`src/qra_pkg.sv`:
```
// ----------------------------------------------------------------------------
// qra_pkg
// op codes, rounding modes and stage control types of the quaternion alu
// ----------------------------------------------------------------------------
`default_nettype none

package qra_pkg;

    localparam int OP_W = 3;

    localparam logic [OP_W-1:0] OP_PRODUCT = 3'd0;
    localparam logic [OP_W-1:0] OP_CONJ    = 3'd1;
    localparam logic [OP_W-1:0] OP_ROTATE  = 3'd2;
    localparam logic [OP_W-1:0] OP_DOT     = 3'd3;
    localparam logic [OP_W-1:0] OP_INVERT  = 3'd4;

    // component slots
    localparam int IX = 0;
    localparam int IY = 1;
    localparam int IZ = 2;
    localparam int IW = 3;

    typedef enum logic [1:0] {
        MODE_FRAC = 2'd0,
        MODE_ROT  = 2'd1,
        MODE_RAW  = 2'd2
    } t_mode;

    typedef struct packed {
        logic            valid;
        logic [OP_W-1:0] op;
    } t_op_ctl;

    typedef struct packed {
        logic  valid;
        t_mode mode;
    } t_acc_ctl;

endpackage

`default_nettype wire

```
`src/qra_sum_stage.sv`:
```
// ----------------------------------------------------------------------------
// qra_sum_stage
// second stage: signed sums of products for product, conjugate, dot and rotation terms
// ----------------------------------------------------------------------------
`default_nettype none

module qra_sum_stage #(
    parameter int COMP_WIDTH = 16
) (
    input  wire                          i_clk,
    input  wire                          i_rst_n,
    input  wire qra_pkg::t_op_ctl        i_ctl,
    output logic                         o_ready,
    input  wire logic signed [2*COMP_WIDTH-1:0] i_prod [4][4],
    input  wire logic signed [2*COMP_WIDTH-1:0] i_sq [4],
    input  wire logic signed [COMP_WIDTH-1:0]   i_q [4],
    input  wire logic signed [COMP_WIDTH-1:0]   i_p [4],
    output qra_pkg::t_op_ctl             o_ctl,
    input  wire                          i_ready,
    output logic signed [2*COMP_WIDTH+1:0] o_sum [4],
    output logic signed [2*COMP_WIDTH+1:0] o_uv,
    output logic signed [2*COMP_WIDTH+1:0] o_sc,
    output logic signed [2*COMP_WIDTH+1:0] o_cr [3],
    output logic signed [COMP_WIDTH-1:0]   o_q [4],
    output logic signed [COMP_WIDTH-1:0]   o_p [4]
);

    localparam int SW = 2*COMP_WIDTH + 2;

    logic                          r_valid;
    logic [qra_pkg::OP_W-1:0]      r_op;
    logic signed [SW-1:0]          r_sum [4];
    logic signed [SW-1:0]          r_uv;
    logic signed [SW-1:0]          r_sc;
    logic signed [SW-1:0]          r_cr [3];
    logic signed [COMP_WIDTH-1:0]  r_q [4];
    logic signed [COMP_WIDTH-1:0]  r_p [4];

    logic signed [SW-1:0] e [4][4];
    logic signed [SW-1:0] vx, vy, vz, vw;
    logic signed [SW-1:0] n_sum [4];
    logic signed [SW-1:0] n_uv, n_sc;
    logic signed [SW-1:0] n_cr [3];

    always_comb begin
        for (int i = 0; i < 4; i++) begin
            for (int j = 0; j < 4; j++) begin
                e[i][j] = SW'(i_prod[i][j]);
            end
        end
    end

    // parts that change sign under the conjugate
    assign vx = e[qra_pkg::IX][qra_pkg::IW] + e[qra_pkg::IY][qra_pkg::IZ]
              - e[qra_pkg::IZ][qra_pkg::IY];
    assign vy = e[qra_pkg::IY][qra_pkg::IW] + e[qra_pkg::IZ][qra_pkg::IX]
              - e[qra_pkg::IX][qra_pkg::IZ];
    assign vz = e[qra_pkg::IZ][qra_pkg::IW] + e[qra_pkg::IX][qra_pkg::IY]
              - e[qra_pkg::IY][qra_pkg::IX];
    assign vw = e[qra_pkg::IX][qra_pkg::IX] + e[qra_pkg::IY][qra_pkg::IY]
              + e[qra_pkg::IZ][qra_pkg::IZ];

    always_comb begin
        for (int k = 0; k < 4; k++) begin
            n_sum[k] = '0;
        end
        case (i_ctl.op)
            qra_pkg::OP_PRODUCT: begin
                n_sum[qra_pkg::IX] = e[qra_pkg::IW][qra_pkg::IX] + vx;
                n_sum[qra_pkg::IY] = e[qra_pkg::IW][qra_pkg::IY] + vy;
                n_sum[qra_pkg::IZ] = e[qra_pkg::IW][qra_pkg::IZ] + vz;
                n_sum[qra_pkg::IW] = e[qra_pkg::IW][qra_pkg::IW] - vw;
            end
            qra_pkg::OP_CONJ: begin
                n_sum[qra_pkg::IX] = e[qra_pkg::IW][qra_pkg::IX] - vx;
                n_sum[qra_pkg::IY] = e[qra_pkg::IW][qra_pkg::IY] - vy;
                n_sum[qra_pkg::IZ] = e[qra_pkg::IW][qra_pkg::IZ] - vz;
                n_sum[qra_pkg::IW] = e[qra_pkg::IW][qra_pkg::IW] + vw;
            end
            qra_pkg::OP_DOT: begin
                n_sum[qra_pkg::IW] = e[qra_pkg::IW][qra_pkg::IW] + vw;
            end
            default: begin
                n_sum[qra_pkg::IW] = '0;
            end
        endcase
    end

    assign n_uv = vw;
    assign n_sc = SW'(i_sq[qra_pkg::IW]) - SW'(i_sq[qra_pkg::IX])
                - SW'(i_sq[qra_pkg::IY]) - SW'(i_sq[qra_pkg::IZ]);
    assign n_cr[0] = e[qra_pkg::IY][qra_pkg::IZ] - e[qra_pkg::IZ][qra_pkg::IY];
    assign n_cr[1] = e[qra_pkg::IZ][qra_pkg::IX] - e[qra_pkg::IX][qra_pkg::IZ];
    assign n_cr[2] = e[qra_pkg::IX][qra_pkg::IY] - e[qra_pkg::IY][qra_pkg::IX];

    assign o_ready = !r_valid || i_ready;

    always_ff @(posedge i_clk) begin
        if (!i_rst_n) begin
            r_valid <= 1'b0;
        end else if (o_ready) begin
            r_valid <= i_ctl.valid;
        end
    end

    always_ff @(posedge i_clk) begin
        if (o_ready && i_ctl.valid) begin
            r_op <= i_ctl.op;
            r_uv <= n_uv;
            r_sc <= n_sc;
            for (int k = 0; k < 4; k++) begin
                r_sum[k] <= n_sum[k];
                r_q[k]   <= i_q[k];
                r_p[k]   <= i_p[k];
            end
            for (int k = 0; k < 3; k++) begin
                r_cr[k] <= n_cr[k];
            end
        end
    end

    assign o_ctl.valid = r_valid;
    assign o_ctl.op    = r_op;
    assign o_sum       = r_sum;
    assign o_uv        = r_uv;
    assign o_sc        = r_sc;
    assign o_cr        = r_cr;
    assign o_q         = r_q;
    assign o_p         = r_p;

endmodule

`default_nettype wire

```
`config.mk`:
```
export PLATFORM = sky130hd
export DESIGN_NAME = qra_sum_stage
export DESIGN_NICKNAME = d
export VERILOG_FILES = /design/src/qra_pkg.sv /design/src/qra_sum_stage.sv
export SDC_FILE = /design/constraint.sdc
export NUM_CORES = 2
export LEC_CHECK = 0
export ABC_AREA = 0
export ABC_CLOCK_PERIOD_IN_PS = 28600
export BUFFER_PORTS_ARGS = -buffer_cell sky130_fd_sc_hd__buf_2
export CAP_MARGIN = 20
export CORE_AREA = 2 2 477 479
export CTS_CLUSTER_SIZE = 10
export DETAILED_ROUTE_END_ITERATION = 16
export DIE_AREA = 0 0 479 481
export PLACE_DENSITY = 0.46
export SYNTH_ARGS = -nofsm -noshare
export SYNTH_HDL_FRONTEND = slang
export SYNTH_SLANG_ARGS = --single-unit
```
`constraint.sdc`:
```
create_clock -name i_clk -period 28.6 [get_ports i_clk]
set_input_delay 4.29 -clock i_clk [delete_from_list [all_inputs] [get_ports i_clk]]
set_output_delay 4.29 -clock i_clk [all_outputs]
set_load 0.02 [all_outputs]
```
== After elaboration in Yosys (flattened, before gate mapping) ==
Index checks and enable logic that the tools add are counted.

* Eq/ne operators: 2
* Muxes and demuxes: 2
* Add/sub/neg operators: 22
* Reductions and logical operators: 5

{| class="wikitable"
|+ Operator list
! cell !! number
|-
| $pmux W102 S2 || 1
|-
| $add A32 B34 Y34 || 4
|-
| $sub A32 B34 Y34 || 4
|-
| $sub A33 B32 Y34 || 4
|-
| $add A32 B32 Y33 || 4
|-
| $sub A32 B32 Y33 || 4
|-
| $pmux W34 S2 || 1
|-
| $add A33 B32 Y34 || 1
|-
| $sub A34 B32 Y34 || 1
|-
| $eq A3 B1 Y1 const B || 1
|-
| $eq A3 B2 Y1 const B || 1
|-
| $logic_not A3 Y1 || 1
|-
| $reduce_or A2 Y1 || 1
|-
| $logic_and A1 B1 Y1 || 1
|-
| $logic_not A1 Y1 || 1
|-
| $logic_or A1 B1 Y1 || 1
|}

* Logic and storage cells: 50
* Flip-flop bits (word level): 438

== Depth between registers and ports, before layout ==
* Word-level depth: 4
* Depth in mapped cells: 29
* Mapped depth without buffers: 28

== Worst setup path before layout ==
No wires, ideal clock.

* Kind: input to register
* From: input port i_ready
* To: register r_cr, in the netlist o_cr[0] (enable)
* Data required time: 27.748 ns
* Path buffers: 0
* Library setup time: 0.852 ns
* Data arrival time: 14.387 ns
* Setup slack: 13.360 ns
* Stages on the path: 2
* Path through: nand2b_1 and2_1

* Word-level cells in the longest chain between the ends: 2

{| class="wikitable"
|+ Ends and longest elaborated chain
! what !! RTL line !! RTL
|-
| from (decl) || qra_sum_stage.sv:19 || <nowiki>input wire i_ready,</nowiki>
|-
| $logic_or A1 B1 Y1 || qra_sum_stage.sv:96 || <nowiki>assign o_ready = !r_valid || i_ready;</nowiki>
|-
| $logic_and A1 B1 Y1 || qra_sum_stage.sv:107 || <nowiki>if (o_ready && i_ctl.valid) begin</nowiki>
|-
| to (signal, indexed assignment) || qra_sum_stage.sv:117 || <nowiki>r_cr[k] <= n_cr[k];</nowiki>
|-
| to (decl) || qra_sum_stage.sv:35 || <nowiki>logic signed [SW-1:0] r_cr [3];</nowiki>
|}

No other way between the ends.
A chain may end at the register's enable or synchronous reset.

== Worst setup path after layout ==
* From: input port i_prod[129] in the netlist's numbering
* To: register r_sum, in the netlist o_sum[64], data pin

* Word-level cells in the longest chain between the ends: 4
* Elaborated cells between the ends (all ways): 5

{| class="wikitable"
|+ Ends and longest elaborated chain
! what !! RTL line !! RTL
|-
| from (decl) || qra_sum_stage.sv:14 || <nowiki>input wire logic signed [2*COMP_WIDTH-1:0] i_prod [4][4],</nowiki>
|-
| $add A32 B32 Y33 * || qra_sum_stage.sv:58 || <nowiki>assign vz = e[qra_pkg::IZ][qra_pkg::IW] + e[qra_pkg::IX][qra_pkg::IY]</nowiki>
|-
| $sub A33 B32 Y34 * || qra_sum_stage.sv:59 || <nowiki>- e[qra_pkg::IY][qra_pkg::IX];</nowiki>
|-
| $sub A32 B34 Y34 / $add A32 B34 Y34 (equally long branches) || qra_sum_stage.sv:77, qra_sum_stage.sv:71 ||
|-
| $pmux W102 S2 * || qra_sum_stage.sv:67 || <nowiki>case (i_ctl.op)</nowiki>
|-
| to (signal, indexed assignment) || qra_sum_stage.sv:112 || <nowiki>r_sum[k] <= n_sum[k];</nowiki>
|-
| to (decl) || qra_sum_stage.sv:32 || <nowiki>logic signed [SW-1:0] r_sum [4];</nowiki>
|}

Every way passes the cells marked *; elsewhere a longest branch is shown, timed or not.

==> out/metrics.yaml <==
finClkSkew_ps: 36.67
synth_area_um2: 41530
rsz0062_at_grt: "no"
vias_per_cell: 4.326
synthMuxAreaShare: 0.003163
max-clock-path-buffers: 3
slew_viol_final: 0
drive_gt1_frac: 0.2477
synth-simple-area-share: 0.1273
crit_fanout: 6
clk_pin_slew_worst_paths_ps: 60
ys.warnings.count: 0
dieArea_um2: 230400
dr.first_iter.drc_count: 2171
timing.hold.ws_ps: 550.2
cp-start-kind: "input port"
criticalPathCategory: "input port to register"
dr.pass1.iters: 5
yosysSeqAreaShare: 0.3143
dp_slack_ps: 17140
worstHoldPathCells: 2
cts_resized: 0
syn_nets: 5800
place_congestion: 0.8818
ctsHoldBuffers: 0
drc: 0
critical_path_arrival_ps: 11070
setup_violations: 0
clk_latency_ps: 720
io_pins: 1214
core_area_um2: 225700
wirelength_mm: 197.1
end_kind: "register"
syn_to_final_growth_pct: 29.43
p_per_area_nw_per_um2: 77.68
hold_end: "r_valid$_SDFFE_PN0N_"
hold_viol: 0
cts_buffers: 70
hold_start: "r_valid$_SDFFE_PN0N_"
postCtsSetupBuffers: 0
cts.sink_count: 435
avgSynthCellArea_um2: 9.385
placementRows: 175
period_share: 0.3728
grt_overflow: 0
grt_max_degree: 105
outcome: "finished clean"
crit_family: "compound AO/OA/AOI/OAI gates"
antenna_found_initial: 79
post-route-min-period_ps: 10660
reg2reg_to: "o_uv[17]$_DFFE_PP_"
final_common_cell: "buf_2"
timing.fmax_ghz: 0.09379
slowest_stage: "or4_1"
cap_violations: 0
r2r_start: "r_valid$_SDFFE_PN0N_"
setup_tns_ps: 0
critical_path_buf_inv_count: 3
async_flop_share: 0
synth_xor_area_frac: 0.09168
maxSlewHeadroom: 0.2761
htreeDepth: 3
grt.total_usage: 0.1645
die_w_um: 479
initial_core_util: 0.1840
reg2reg_depth: 5
synthFlopType: "edfxtp_1"
clock-root-buffer: "clkbuf_16"
ant_nets: 0
irDropWorstVdd_v: 0.00004256
layout.nets: 7038
synth_fa_ha_area_frac: 0.2171
worst_pin_slew_ps: 1076
vias: 37860
port_buffers: 1213
hpwl_mm: 168.6
synthCells: 4425
cts_tree: "done"
hold_class: "register to register"
worst_slack_ps: 17940
die_height_um: 481
synth_compound_gate_area_share: 0.1797
max_stage_delay_ps: 600
grt_pass1_wl_mm: 274.2
fill_cells: 24754
synthDistinctLibCells: 100
synth_seq_cells: 435
mostFrequentLayoutCells: "1213 x buf_2, 661 x inv_1, 434 x edfxtp_1"
synth_edf_count: 434
crit_required_ps: 29010
r2r_setup_slack_ps: 24450
leakagePower_uw: 0.02491
synth_top_family_by_area: "adder cells"
wl_per_cell_um: 22.52
grt_pass1_vias: 37997
[where the power goes]
group	internal, uW	switching (uW)	leakage, uW	total [uW]
Combinational	879	1470	0.0195	2350
Sequential	862	44.0	0.00425	906
Clock	530	387	0.00114	917
Total	2270	1910	0.0249	4180
[through the flow]
| step | std cells | total power, uW | util | cell area, um^2 |
|---|---|---|---|---|
| floorplan | 4425 | 2495 | - | 41530 |
| global placement | 8599 | 3279 | 0.2273 | 51300 |
| detailed placement | 8600 | 3279 | 0.2273 | 51310 |
| CTS | 8725 | 4245 | 0.2378 | 53680 |
| global route | 8737 | 4493 | 0.2379 | 53710 |
| finish | 8752 | 4176 | 0.2381 | 53750 |
[registers in the layout, indices dropped and copies added, names as in the netlist]
name,count
r_op,3
o_sc,34
o_uv,34
o_p,64
r_valid,1
o_cr,99
o_q,64
o_sum,136
[worst max path at each step]
stage / start / end / slack (ps) / cells after the start
CTS: i_prod[289] / o_sum[135]$_SDFFCE_PN0P_ / 17940 / 25
detailed placement: i_prod[289] / o_sum[135]$_SDFFCE_PN0P_ / 17140 / 27
global route: i_prod[129] / o_sum[64]$_SDFFCE_PN0P_ / 17330 / 26
global placement: i_prod[225] / o_sum[100]$_SDFFCE_PN0P_ / 17090 / 27
floorplan: i_ready / o_cr[0]$_DFFE_PP_ / 13360 / 2
finish: i_prod[129] / o_sum[64]$_SDFFCE_PN0P_ / 17940 / 27
[area by class of cell]
| type | count | area, um^2 | area share |
|---|---|---|---|
| multi-input cells | 3259 | 25760 | 0.4792 |
| repair buffers | 1236 | 6256 | 0.1164 |
| flip-flops and latches | 435 | 13050 | 0.2428 |
| diodes | 27 | 67.56 | 0.001257 |
| inverters | 661 | 2481 | 0.04616 |
| clock buffers | 82 | 1797 | 0.03343 |
| well taps | 3009 | 3765 | 0.07004 |
| clock inverters | 43 | 575.6 | 0.01071 |
[logic make-up (layout without fill, tap and decap cells)]
kind of cell / Yosys count / count (layout)
adders and majority gates: 600 / 600
AOI/OAI and AO/OA: 1141 / 1141
DFF: 435 / 435
xor gates and xnor gates: 430 / 430
and+or+nand+nor: 1075 / 1075
buffers and inverters: 731 / 2022
other: 0 / 27
muxes: 13 / 13
[synthesized netlist by cell type (all sizes together), types with 64 or more instances]
master / count / area [um^2]
xnor2: 249 / 2181
a21oi: 322 / 1623
ha: 399 / 4992
a21o: 150 / 1126
edfxtp: 434 / 13030
o21ai: 233 / 1174
nand2b: 64 / 400.4
fa: 201 / 4024
nand2: 222 / 833.3
nor3: 92 / 475.5
inv: 661 / 2481
nor2: 334 / 1256
xor2: 178 / 1559
nand3: 83 / 415.4
[routing by layer]
metal,track usage,wire (um),part of all wire
met2,0.2908,97200,0.49
met4,0.04338,5109,0.026
met1,0.2023,83520,0.42
met3,0.03273,11090,0.056
met5,0,147,0.00075
[worst reg2reg max path: stages (launching register included)]
cell	delay [ps]
dfxtp_1	310
nand2b_1	110
and2_4	890
buf_4	760
buf_4	770
buf_4	820
No activity file was read; power rests on OpenSTA's default activity.
